## src/rtl/core/cborhe_pkg.sv

```systemverilog
package cborhe_pkg;

  localparam int CFG_W = 24;
  localparam int CNT_W = 25;
  localparam logic [CFG_W-1:0] MAX_BODY_RESET = 24'd4194304;
  localparam logic [CNT_W-1:0] COUNT_MAX = {CNT_W{1'b1}};

  // token kinds
  localparam logic [3:0] KIND_NULL  = 4'd0;
  localparam logic [3:0] KIND_BOOL  = 4'd1;
  localparam logic [3:0] KIND_F64   = 4'd2;
  localparam logic [3:0] KIND_SINT  = 4'd3;
  localparam logic [3:0] KIND_UINT  = 4'd4;
  localparam logic [3:0] KIND_TEXT  = 4'd5;
  localparam logic [3:0] KIND_TBYTE = 4'd6;
  localparam logic [3:0] KIND_ARRAY = 4'd7;
  localparam logic [3:0] KIND_MAP   = 4'd8;
  localparam logic [3:0] KIND_BODY  = 4'd9;

  // simple values
  localparam logic [7:0] HEAD_NULL  = 8'hf6;
  localparam logic [7:0] HEAD_TRUE  = 8'hf5;
  localparam logic [7:0] HEAD_FALSE = 8'hf4;
  localparam logic [7:0] HEAD_F64   = 8'hfb;

  // major types
  localparam logic [2:0] MT_UINT  = 3'd0;
  localparam logic [2:0] MT_NINT  = 3'd1;
  localparam logic [2:0] MT_TEXT  = 3'd3;
  localparam logic [2:0] MT_ARRAY = 3'd4;
  localparam logic [2:0] MT_MAP   = 3'd5;

  // additional info for multi-byte arguments
  localparam logic [4:0] AI_ARG1 = 5'd24;
  localparam logic [4:0] AI_ARG2 = 5'd25;
  localparam logic [4:0] AI_ARG4 = 5'd26;
  localparam logic [4:0] AI_ARG8 = 5'd27;

  localparam int Q_DEPTH = 2;
  localparam int Q_AW    = $clog2(Q_DEPTH);
  localparam int Q_CW    = $clog2(Q_DEPTH + 1);

  // classified token: head byte plus argument bytes left aligned
  typedef struct packed {
    logic        clr;
    logic [7:0]  head;
    logic [63:0] arg;
    logic [3:0]  nb;
  } tok_t;

  typedef struct packed {
    logic       busy;
    logic [3:0] rem;
  } back_stat_t;

endpackage

```

## src/rtl/core/cborhe_front.sv

```systemverilog
module cborhe_front (
  input  logic              in_valid,
  input  logic [3:0]        in_kind,
  input  logic [63:0]       in_value,
  input  logic              q_full,
  output logic              in_stall,
  output logic              q_push,
  output cborhe_pkg::tok_t  q_tok
);
  import cborhe_pkg::*;

  logic        is_head;
  logic [2:0]  mt;
  logic [63:0] n;
  logic        known;

  assign in_stall = q_full;

  always_comb begin
    is_head = 1'b0;
    mt      = MT_UINT;
    n       = in_value;
    known   = 1'b1;
    q_tok   = '0;
    unique case (in_kind)
      KIND_NULL:  q_tok.head = HEAD_NULL;
      KIND_BOOL:  q_tok.head = in_value[0] ? HEAD_TRUE : HEAD_FALSE;
      KIND_F64: begin
        q_tok.head = HEAD_F64;
        q_tok.arg  = in_value;
        q_tok.nb   = 4'd8;
      end
      KIND_SINT: begin
        is_head = 1'b1;
        if (in_value[63]) begin
          mt = MT_NINT;
          n  = ~in_value;
        end
      end
      KIND_UINT:  is_head = 1'b1;
      KIND_TEXT: begin
        is_head = 1'b1;
        mt      = MT_TEXT;
      end
      KIND_TBYTE: q_tok.head = in_value[7:0];
      KIND_ARRAY: begin
        is_head = 1'b1;
        mt      = MT_ARRAY;
      end
      KIND_MAP: begin
        is_head = 1'b1;
        mt      = MT_MAP;
      end
      KIND_BODY:  q_tok.clr = 1'b1;
      default:    known = 1'b0;
    endcase

    // shortest head, immediate argument only below 24
    if (is_head) begin
      priority if (n < 64'd24) begin
        q_tok.head = {mt, n[4:0]};
      end else if (n[63:8] == '0) begin
        q_tok.head = {mt, AI_ARG1};
        q_tok.arg  = {n[7:0], 56'd0};
        q_tok.nb   = 4'd1;
      end else if (n[63:16] == '0) begin
        q_tok.head = {mt, AI_ARG2};
        q_tok.arg  = {n[15:0], 48'd0};
        q_tok.nb   = 4'd2;
      end else if (n[63:32] == '0) begin
        q_tok.head = {mt, AI_ARG4};
        q_tok.arg  = {n[31:0], 32'd0};
        q_tok.nb   = 4'd4;
      end else begin
        q_tok.head = {mt, AI_ARG8};
        q_tok.arg  = n;
        q_tok.nb   = 4'd8;
      end
    end
  end

  // unused kinds are dropped here
  assign q_push = in_valid && !q_full && known;

endmodule

```

## src/rtl/core/cborhe_queue.sv

```systemverilog
module cborhe_queue (
  input  logic              clk,
  input  logic              rst_n,
  input  logic              push,
  input  cborhe_pkg::tok_t  push_tok,
  input  logic              pop,
  output logic              full,
  output logic              q_valid,
  output cborhe_pkg::tok_t  q_tok
);
  import cborhe_pkg::*;

  tok_t              mem_r [Q_DEPTH];
  logic [Q_AW-1:0]   wr_ptr_r, wr_ptr_nxt;
  logic [Q_AW-1:0]   rd_ptr_r, rd_ptr_nxt;
  logic [Q_CW-1:0]   cnt_r, cnt_nxt;

  assign full    = (cnt_r == Q_CW'(Q_DEPTH));
  assign q_valid = (cnt_r != '0);
  assign q_tok   = mem_r[rd_ptr_r];

  always_comb begin
    wr_ptr_nxt = wr_ptr_r;
    rd_ptr_nxt = rd_ptr_r;
    cnt_nxt    = cnt_r;
    if (push) begin
      wr_ptr_nxt = (wr_ptr_r == Q_AW'(Q_DEPTH - 1)) ? '0 : wr_ptr_r + 1'b1;
    end
    if (pop) begin
      rd_ptr_nxt = (rd_ptr_r == Q_AW'(Q_DEPTH - 1)) ? '0 : rd_ptr_r + 1'b1;
    end
    if (push && !pop) begin
      cnt_nxt = cnt_r + 1'b1;
    end else if (pop && !push) begin
      cnt_nxt = cnt_r - 1'b1;
    end
  end

  always_ff @(posedge clk) begin
    if (!rst_n) begin
      wr_ptr_r <= '0;
      rd_ptr_r <= '0;
      cnt_r    <= '0;
    end else begin
      wr_ptr_r <= wr_ptr_nxt;
      rd_ptr_r <= rd_ptr_nxt;
      cnt_r    <= cnt_nxt;
    end
  end

  always_ff @(posedge clk) begin
    if (push) begin
      mem_r[wr_ptr_r] <= push_tok;
    end
  end

endmodule

```

## src/rtl/core/cborhe_back.sv

```systemverilog
module cborhe_back (
  input  logic                          clk,
  input  logic                          rst_n,
  input  logic                          q_valid,
  input  cborhe_pkg::tok_t              q_tok,
  input  logic [cborhe_pkg::CFG_W-1:0]  max_body,
  input  logic                          out_stall,
  output logic                          q_pop,
  output logic                          out_valid,
  output logic [7:0]                    out_byte,
  output logic                          out_last,
  output logic                          out_too_large,
  output cborhe_pkg::back_stat_t        stat
);
  import cborhe_pkg::*;

  logic              busy_r, busy_nxt;
  logic [3:0]        rem_r, rem_nxt;
  logic [71:0]       sh_r, sh_nxt;
  logic [CNT_W-1:0]  cnt_r, cnt_nxt, cnt_inc;
  logic              flag_r, flag_nxt, flag_inc;
  logic              out_valid_r;
  logic [7:0]        out_byte_r;
  logic              out_last_r;
  logic              out_too_large_r;
  logic              emit, fin;

  assign emit  = busy_r && (!out_valid_r || !out_stall);
  assign fin   = emit && (rem_r == 4'd1);
  // next token is taken in the cycle the current one sends its last byte
  assign q_pop = q_valid && (!busy_r || fin);

  assign cnt_inc  = (cnt_r == COUNT_MAX) ? cnt_r : cnt_r + 1'b1;
  assign flag_inc = flag_r || (cnt_inc > {1'b0, max_body});

  always_comb begin
    busy_nxt = busy_r;
    rem_nxt  = rem_r;
    sh_nxt   = sh_r;
    cnt_nxt  = cnt_r;
    flag_nxt = flag_r;
    if (emit) begin
      sh_nxt   = {sh_r[63:0], 8'd0};
      rem_nxt  = rem_r - 1'b1;
      cnt_nxt  = cnt_inc;
      flag_nxt = flag_inc;
      if (fin) begin
        busy_nxt = 1'b0;
      end
    end
    if (q_pop) begin
      if (q_tok.clr) begin
        // begin body: new count starts after any byte sent this cycle
        busy_nxt = 1'b0;
        cnt_nxt  = '0;
        flag_nxt = 1'b0;
      end else begin
        busy_nxt = 1'b1;
        rem_nxt  = q_tok.nb + 1'b1;
        sh_nxt   = {q_tok.head, q_tok.arg};
      end
    end
  end

  always_ff @(posedge clk) begin
    if (!rst_n) begin
      busy_r      <= 1'b0;
      rem_r       <= '0;
      cnt_r       <= '0;
      flag_r      <= 1'b0;
      out_valid_r <= 1'b0;
    end else begin
      busy_r <= busy_nxt;
      rem_r  <= rem_nxt;
      cnt_r  <= cnt_nxt;
      flag_r <= flag_nxt;
      if (emit) begin
        out_valid_r <= 1'b1;
      end else if (!out_stall) begin
        out_valid_r <= 1'b0;
      end
    end
  end

  always_ff @(posedge clk) begin
    sh_r <= sh_nxt;
    if (emit) begin
      out_byte_r      <= sh_r[71:64];
      out_last_r      <= (rem_r == 4'd1);
      out_too_large_r <= flag_inc;
    end
  end

  assign out_valid     = out_valid_r;
  assign out_byte      = out_byte_r;
  assign out_last      = out_last_r;
  assign out_too_large = out_too_large_r;
  assign stat.busy     = busy_r;
  assign stat.rem      = rem_r;

endmodule

```

## src/rtl/core/cbor_item_head_encoder_top.sv

```systemverilog
// cbor token stream to byte stream encoder
// input channel: in_valid/in_stall with in_kind and in_value, one token per request
// output channel: out_valid/out_stall with out_byte, out_last and out_too_large,
//   one encoded byte per request, out_last marks the final byte of a token
// config channel: cfg_valid/cfg_ready with cfg_data (max body bytes), always ready,
//   write only while the encoder is idle
// the queue feeds the serializer shift register, which feeds the output register
// throughput: the back-end serializer sends one byte per cycle unless stalled, so a
//   token of 1 to 9 bytes holds it until its last byte is sent; a begin-body token
//   sends no byte, and unused kinds are dropped at the input without using it
// a two-entry token queue sits between the classifier and the serializer; the
//   input keeps taking tokens until that queue is full
// when the receiver stalls, the output register holds its byte and the serializer
//   waits; in_stall rises once the queue fills
// reset clears the queue, the byte counter and the too-large flag, and loads
//   the max body limit with its default of 4194304
module cbor_item_head_encoder_top (
  input  logic                          clk,
  input  logic                          rst_n,
  input  logic                          in_valid,
  output logic                          in_stall,
  input  logic [3:0]                    in_kind,
  input  logic [63:0]                   in_value,
  output logic                          out_valid,
  input  logic                          out_stall,
  output logic [7:0]                    out_byte,
  output logic                          out_last,
  output logic                          out_too_large,
  input  logic                          cfg_valid,
  output logic                          cfg_ready,
  input  logic [cborhe_pkg::CFG_W-1:0]  cfg_data
);
  import cborhe_pkg::*;

  logic [CFG_W-1:0] max_body_r;
  logic             q_full, q_push, q_pop, q_valid;
  tok_t             push_tok, q_tok;
  back_stat_t       stat;

  assign cfg_ready = 1'b1;

  always_ff @(posedge clk) begin
    if (!rst_n) begin
      max_body_r <= MAX_BODY_RESET;
    end else if (cfg_valid && cfg_ready) begin
      max_body_r <= cfg_data;
    end
  end

  cborhe_front u_front (
    .in_valid (in_valid),
    .in_kind  (in_kind),
    .in_value (in_value),
    .q_full   (q_full),
    .in_stall (in_stall),
    .q_push   (q_push),
    .q_tok    (push_tok)
  );

  cborhe_queue u_queue (
    .clk      (clk),
    .rst_n    (rst_n),
    .push     (q_push),
    .push_tok (push_tok),
    .pop      (q_pop),
    .full     (q_full),
    .q_valid  (q_valid),
    .q_tok    (q_tok)
  );

  cborhe_back u_back (
    .clk           (clk),
    .rst_n         (rst_n),
    .q_valid       (q_valid),
    .q_tok         (q_tok),
    .max_body      (max_body_r),
    .out_stall     (out_stall),
    .q_pop         (q_pop),
    .out_valid     (out_valid),
    .out_byte      (out_byte),
    .out_last      (out_last),
    .out_too_large (out_too_large),
    .stat          (stat)
  );

`ifndef NO_ASSERTIONS
  a_no_overflow: assert property (@(posedge clk) disable iff (!rst_n)
    !(q_push && q_full))
    else $error("token pushed into a full queue");

  a_busy_rem: assert property (@(posedge clk) disable iff (!rst_n)
    stat.busy |-> (stat.rem != 4'd0 && stat.rem <= 4'd9))
    else $error("serializer busy with bad byte count");

  a_pop_when_free: assert property (@(posedge clk) disable iff (!rst_n)
    (q_pop && stat.busy) |-> (stat.rem == 4'd1 && (!out_valid || !out_stall)))
    else $error("token popped while serializer still has bytes");

  a_reset_idle: assert property (@(posedge clk)
    !rst_n |=> (!out_valid && !stat.busy))
    else $error("output not idle after reset");
`endif

endmodule
```

## config.mk

```make
export PLATFORM = sky130hd
export DESIGN_NAME = cbor_item_head_encoder_top
export DESIGN_NICKNAME = d
export VERILOG_FILES = /design/src/rtl/core/cborhe_pkg.sv /design/src/rtl/core/cborhe_front.sv /design/src/rtl/core/cborhe_queue.sv /design/src/rtl/core/cborhe_back.sv /design/src/rtl/core/cbor_item_head_encoder_top.sv
export SDC_FILE = /design/constraint.sdc
export NUM_CORES = 1
export LEC_CHECK = 0
export BUFFER_PORTS_ARGS = -buffer_cell sky130_fd_sc_hd__buf_2
export CAP_MARGIN = 20
export CORE_MARGIN = 4
export CORE_UTILIZATION = 30
export DETAILED_ROUTE_END_ITERATION = 6
export PLACE_DENSITY = 0.53
export SETUP_SLACK_MARGIN = 0.5
export SLEW_MARGIN = 40
export SYNTH_ARGS = -nofsm -noshare
export SYNTH_HDL_FRONTEND = slang
export SYNTH_SLANG_ARGS = --single-unit
```

## constraint.sdc

```tcl
create_clock -name clk -period 5.5 [get_ports clk]
set_input_delay 1.375 -clock clk [delete_from_list [all_inputs] [get_ports clk]]
set_output_delay 1.375 -clock clk [all_outputs]
set_load 0.02 [all_outputs]
```

# == Yosys cells after proc, flatten, opt, wreduce, memory -nomap -nowiden ==
# Memory sizes are Yosys's and may differ from the RTL's. A register that Yosys moved wholly into a read port is not among the register bits.
# Cells that the tools add are included.
# W data, S select, Z words.
# word_totals
reg_bits,142
ram_bits,154
out_inout_bits,13
wordCells,107
n_memories,1
# memory_table
name,words,width,read_ports,rd_clocked_by_memory_dff,wr,line,rtl
u_queue.mem_r,2,77,1,1,1,cborhe_queue.sv:13,tok_t mem_r [Q_DEPTH];
# op_classes
n_addsub,7
magnitude_cmp,2
n_eq_ne,13
mux,43
bitwise,1
n_reduce_logical,27
# op_table
cell,count
$mux W72,3
$mux W70,2
$mux W68,2
$mux W64,2
$mux W25,4
$mux W76,1
$mux W69,1
$lt A64 B5 Y1 const B,1
$not A64 Y64,1
$logic_not A56 Y1,1
$logic_not A48 Y1,1
$logic_not A32 Y1,1
$pmux W8 S4,1
$add A25 B1 Y25 const B,1
$eq A25 B25 Y1 const B,1
$gt A25 B24 Y1,1
$mux W1,20
$eq A4 B3 Y1 const B,4
$mux W4,3
$pmux W3 S4,1
$reduce_or A10 Y1,1
$eq A4 B1 Y1 const B,2
$eq A4 B2 Y1 const B,2
$eq A4 B4 Y1 const B,2
other kinds (16),34

# == Depth between registers and ports, before layout ==
# logic_depth
word_depth,9
mapped_depth,18

# == Modules after synthesis ==
# A second synthesis with hierarchy kept.
# hier_totals
hier_cells,1514
hier_area_um2,15294.7
# by_module_without_submodules
module,instances,cells_per_inst,area_each_um2
cborhe_back,1,768,6009.5
cborhe_queue,1,262,5910.7
cborhe_front,1,405,2436.1
cbor_item_head_encoder_top,1,79,938.4

# == Worst setup path before layout ==
# No wires, ideal clock.
# synth_timing
path_type,input -> register
startpoint,input port in_kind[1]
endpoint,"memory u_queue.mem_r[0][0] (netlist bit), enable pin"
setup_time_ns,0.514
t_arrival_ns,5.089
t_required_ns,4.986
slack_ns,-0.104
cell_stages,4
path_buffers,1
cell_sequence,clkbuf_1 -> nor2_1 -> o21ai_0 -> nor2_1
# synth_via
elab_chain_len,6
# synth_lines
item,line,rtl
start: declaration,cbor_item_head_encoder_top.sv:22,"input logic [3:0] in_kind,"
$eq A4 B3 Y1 (tied with other cells),cborhe_front.sv:25,unique case (in_kind)
$reduce_or A10 Y1 (no source line) *,--,
$mux W1 *,cborhe_front.sv:25,
$logic_and A1 B1 Y1 *,cborhe_front.sv:83,assign q_push = in_valid && !q_full && known;
$mux W1 *,cborhe_queue.sv:52,if (push) begin
$mux W1 (not written as such) *,cborhe_queue.sv:53,mem_r[wr_ptr_r] <= push_tok;
end: declaration,cborhe_queue.sv:13,
# Every way passes the cells marked *; elsewhere a longest branch is shown, timed or not.

# == Worst setup path in the final report ==
# layout_timing
startpoint,register u_back.cnt_r[10]
endpoint,"register u_back.out_too_large_r (netlist: u_back.out_too_large), data pin"
# layout_via
elab_chain_len,4
# layout_lines
item,line,rtl
start: declaration,cborhe_back.sv:20,"logic [CNT_W-1:0] cnt_r, cnt_nxt, cnt_inc;"
start signal: assignment,cborhe_back.sv:75,cnt_r <= cnt_nxt;
$add A25 B1 Y25 / $eq A25 B25 Y1 (equally long branches),cborhe_back.sv:33,assign cnt_inc = (cnt_r == COUNT_MAX) ? cnt_r : cnt_r + 1'b1;
$mux W25 *,cborhe_back.sv:33,
$gt A25 B24 Y1 *,cborhe_back.sv:34,"assign flag_inc = flag_r || (cnt_inc > {1'b0, max_body});"
$logic_or A1 B1 Y1 *,cborhe_back.sv:34,
net u_back.flag_inc,cborhe_back.sv:21,"logic flag_r, flag_nxt, flag_inc;"
end signal: assignment,cborhe_back.sv:90,out_too_large_r <= flag_inc;
end: declaration,cborhe_back.sv:25,logic out_too_large_r;
# The timed path passes the listed nets; every way through them passes the cells marked *.
# A chain may end at the register's enable or synchronous reset.

==> metrics.yaml <==
outcome:
  status: "finished, final reports clean"
critical_path:
  crit_required_ps: 5750
  endpoint_kind: "register"
  arrival_ps: 4360
  cpLargestDelayFamily: "simple AND/OR/NAND/NOR gates"
  critPathKind: "reg -> reg"
  start_kind: "register"
  crit_chain: "and4_1 > and4_1 > nand4_2 > and3_1 > nor2b_1 > xor2_1 > ha_1 > a21o_1 > a21o_1 > a21oi_1 > nor2b_1 > o21ai_0 > a21oi_1 > nor4_1 > o21ai_0"
  path_buf_inv: 0
  cp_slowest_stage_delay_ps: 470
  cp_slowest_cell: "dfxtp_1"
  cp_max_fo: 9
detailed_routing:
  routed_via_density: 5.24
  drtPass1Iterations: 7
  num_vias: 11300
  routedWlPerCell_um: 19.2
  drc: 0
  ant_nets: 0
  wirelength_mm: 41.3
  drt-initial-drc-count: 837
sta:
  tns_ps: 0
  rsz0062_at_grt: "false"
  worstMarginPinSlew_ps: 787
  fin_crit_ps: 4110
  maxSlewViolCount: 0
  fmax_mhz: 243
  fin_skew_ps: 13.3
  setup_ws_ps: 1390
  relSlewSlack: 0.473
  fin_crit_sh: 0.747
  setup_viol: 0
  hold_viol_final: 0
clocking:
  clk_pin_slew_ps: 50
  cts_max_level: 2
  hold_buffers: 0
  cts_tree: "yes"
  post_cts_resized: 0
  cts.sinks: 297
  cts_root_buf: "clkbuf_16"
  clock_path_buffers: 3
  numCtsBuffers: 36
  clock_latency_ps: 530
  post-cts-setup-buffer-count: 0
die:
  rows: 80
  start_util: 0.304
  die_x_um: 228
  dieArea_um2: 52000
  die_y_um: 228
  io_pins: 110
  core_um2: 47800
yosys:
  yosys_warnings: 0
  syn_inst: 1447
  yosysTopAreaCell: "edfxtp_1"
  ys_ff_latch: 297
  yosysMostFrequentCell: "nand2_1"
  synth_ff_type: "edfxtp_1"
  ys_top_cells_by_count: "nand2_1, edfxtp_1, dfxtp_1"
  synthDistinctLibCells: 71
  synth-edff-count: 164
  synth_top_area_frac: 0.339
  avgSynthCellArea_um2: 10.0
  async_flop_share: 0
  synth-seq-area-share: 0.522
  syn_area_um2: 14500
  ys_top_cells_by_area: "edfxtp_1, dfxtp_1, nand2_1"
  synth_nets: 1573
placement:
  gp_congestion: 0.924
  post-place-ws_ps: 969
  hpwl_mm: 27.7
  io_buffers: 108
grt:
  grt_max_degree: 87
  grt_pass1_wl_mm: 63.5
  overflow: 0
  grt_usage: 0.153
  antenna_found_initial: 4
  grt_pass1_vias: 10800
power:
  p_leak_nw: 6.19
  powerDensity_nw_per_um2: 427
  peakVddDrop_mv: 0.274
  fin_total_pwr_mw: 7.20
min_path:
  hold_path.class: "reg -> reg"
run:
  maxCapViolCount: 0
finish:
  drive_above_1_share: 0.137
  final_nets: 1634
  area_delta_synth_final_pct: 16.1
  diodes: 0
sequential cells by signal, indices dropped and copies added (netlist names), named ones only:
register / flops
u_back.flag_r: 1
u_queue.rd_ptr_r: 1
u_back.out_byte: 8
u_back.busy_r: 1
u_back.cnt_r: 25
u_back.rem_r: 4
u_back.out_last: 1
max_body_r: 24
u_queue.cnt_r: 2
u_back.sh_r: 72
u_back.out_too_large: 1
u_back.out_valid: 1
u_queue.mem_r: 154
u_queue.wr_ptr_r: 1
final cells by class:
type / count / area (um2)
clock buffer: 60 / 1140
clock inverter: 6 / 63.8
fill: 4869 / 31000
inverter: 46 / 174
multi-input combinational: 1001 / 6390
sequential: 297 / 7590
tap: 615 / 769
timing repair buffer: 126 / 729
cell usage in the layout (no fill, tap or decap), types with 9 or more instances in the layout:
| master | n |
|---|---|
| a31oi_1 | 65 |
| nor2_1 | 47 |
| dfxtp_1 | 132 |
| nand4_1 | 29 |
| buf_4 | 13 |
| nand3_1 | 29 |
| clkbuf_8 | 9 |
| mux2i_1 | 52 |
| a211oi_1 | 73 |
| ha_1 | 29 |
| nor3_1 | 12 |
| buf_2 | 108 |
| clkbuf_16 | 39 |
| a211o_1 | 9 |
| edfxtp_1 | 164 |
| xnor2_1 | 39 |
| a21oi_1 | 27 |
| nor2b_1 | 100 |
| nand2_1 | 223 |
| a222oi_1 | 14 |
| o21ai_0 | 76 |
| inv_1 | 44 |
| clkbuf_1 | 12 |
| xor2_1 | 24 |
| nor4_1 | 18 |
power by group:
part	internal, mW	switching (mW)
logic	0.641	1.09
clock network	1.47	0.907
registers	2.85	0.244
total	4.96	2.24
through the flow:
stage	instance area, um2	util	hold slack (ps)	cells
floorplan	14500	-	408	1447
global placement	15600	0.327	424	2084
detailed placement	15600	0.327	421	2084
CTS	16800	0.352	436	2150
global route	16900	0.353	447	2151
finish	16900	0.353	431	2151
logic make-up after synthesis:
group	synth area share
multiplexers	0.0389
buffers and inverters	0.0407
flip-flops	0.522
adder cells (fa/ha/maj)	0.0250
XOR/XNOR	0.0380
AND/OR/NAND/NOR	0.177
other	0.000258
AO/OA/AOI/OAI	0.158
worst reg2reg max path, delay by kind of cell (launching register included):
family                     cells  cell delay, ps
AOI/OAI and AO/OA              6             880
and+or+nand+nor                7            1970
xor gates and xnor gates       1             170
adders and majority gates      1             320
DFF                            1             470
metal layers:
| metal | up-vias | global-route usage | share of wire |
|---|---|---|---|
| li1 | 5432 | - | - |
| met1 | 5415 | 0.217 | 0.47 |
| met2 | 373 | 0.237 | 0.44 |
| met3 | 60 | 0.0319 | 0.063 |
| met4 | 0 | 0.0442 | 0.026 |
| met5 | - | 0 | 0 |
worst paths after layout:
check	endpoint	depth (start not counted)	slack [ps]	start
hold / removal	u_back.out_byte[6]	0	430	u_back.sh_r[70]
hold reg to reg	u_back.out_byte[6]	0	430	u_back.sh_r[70]
setup reg to reg	u_back.out_too_large	15	1390	u_back.cnt_r[10]
setup / recovery	u_back.out_too_large	15	1390	u_back.cnt_r[10]
No activity file was read; power rests on OpenSTA's default activity.
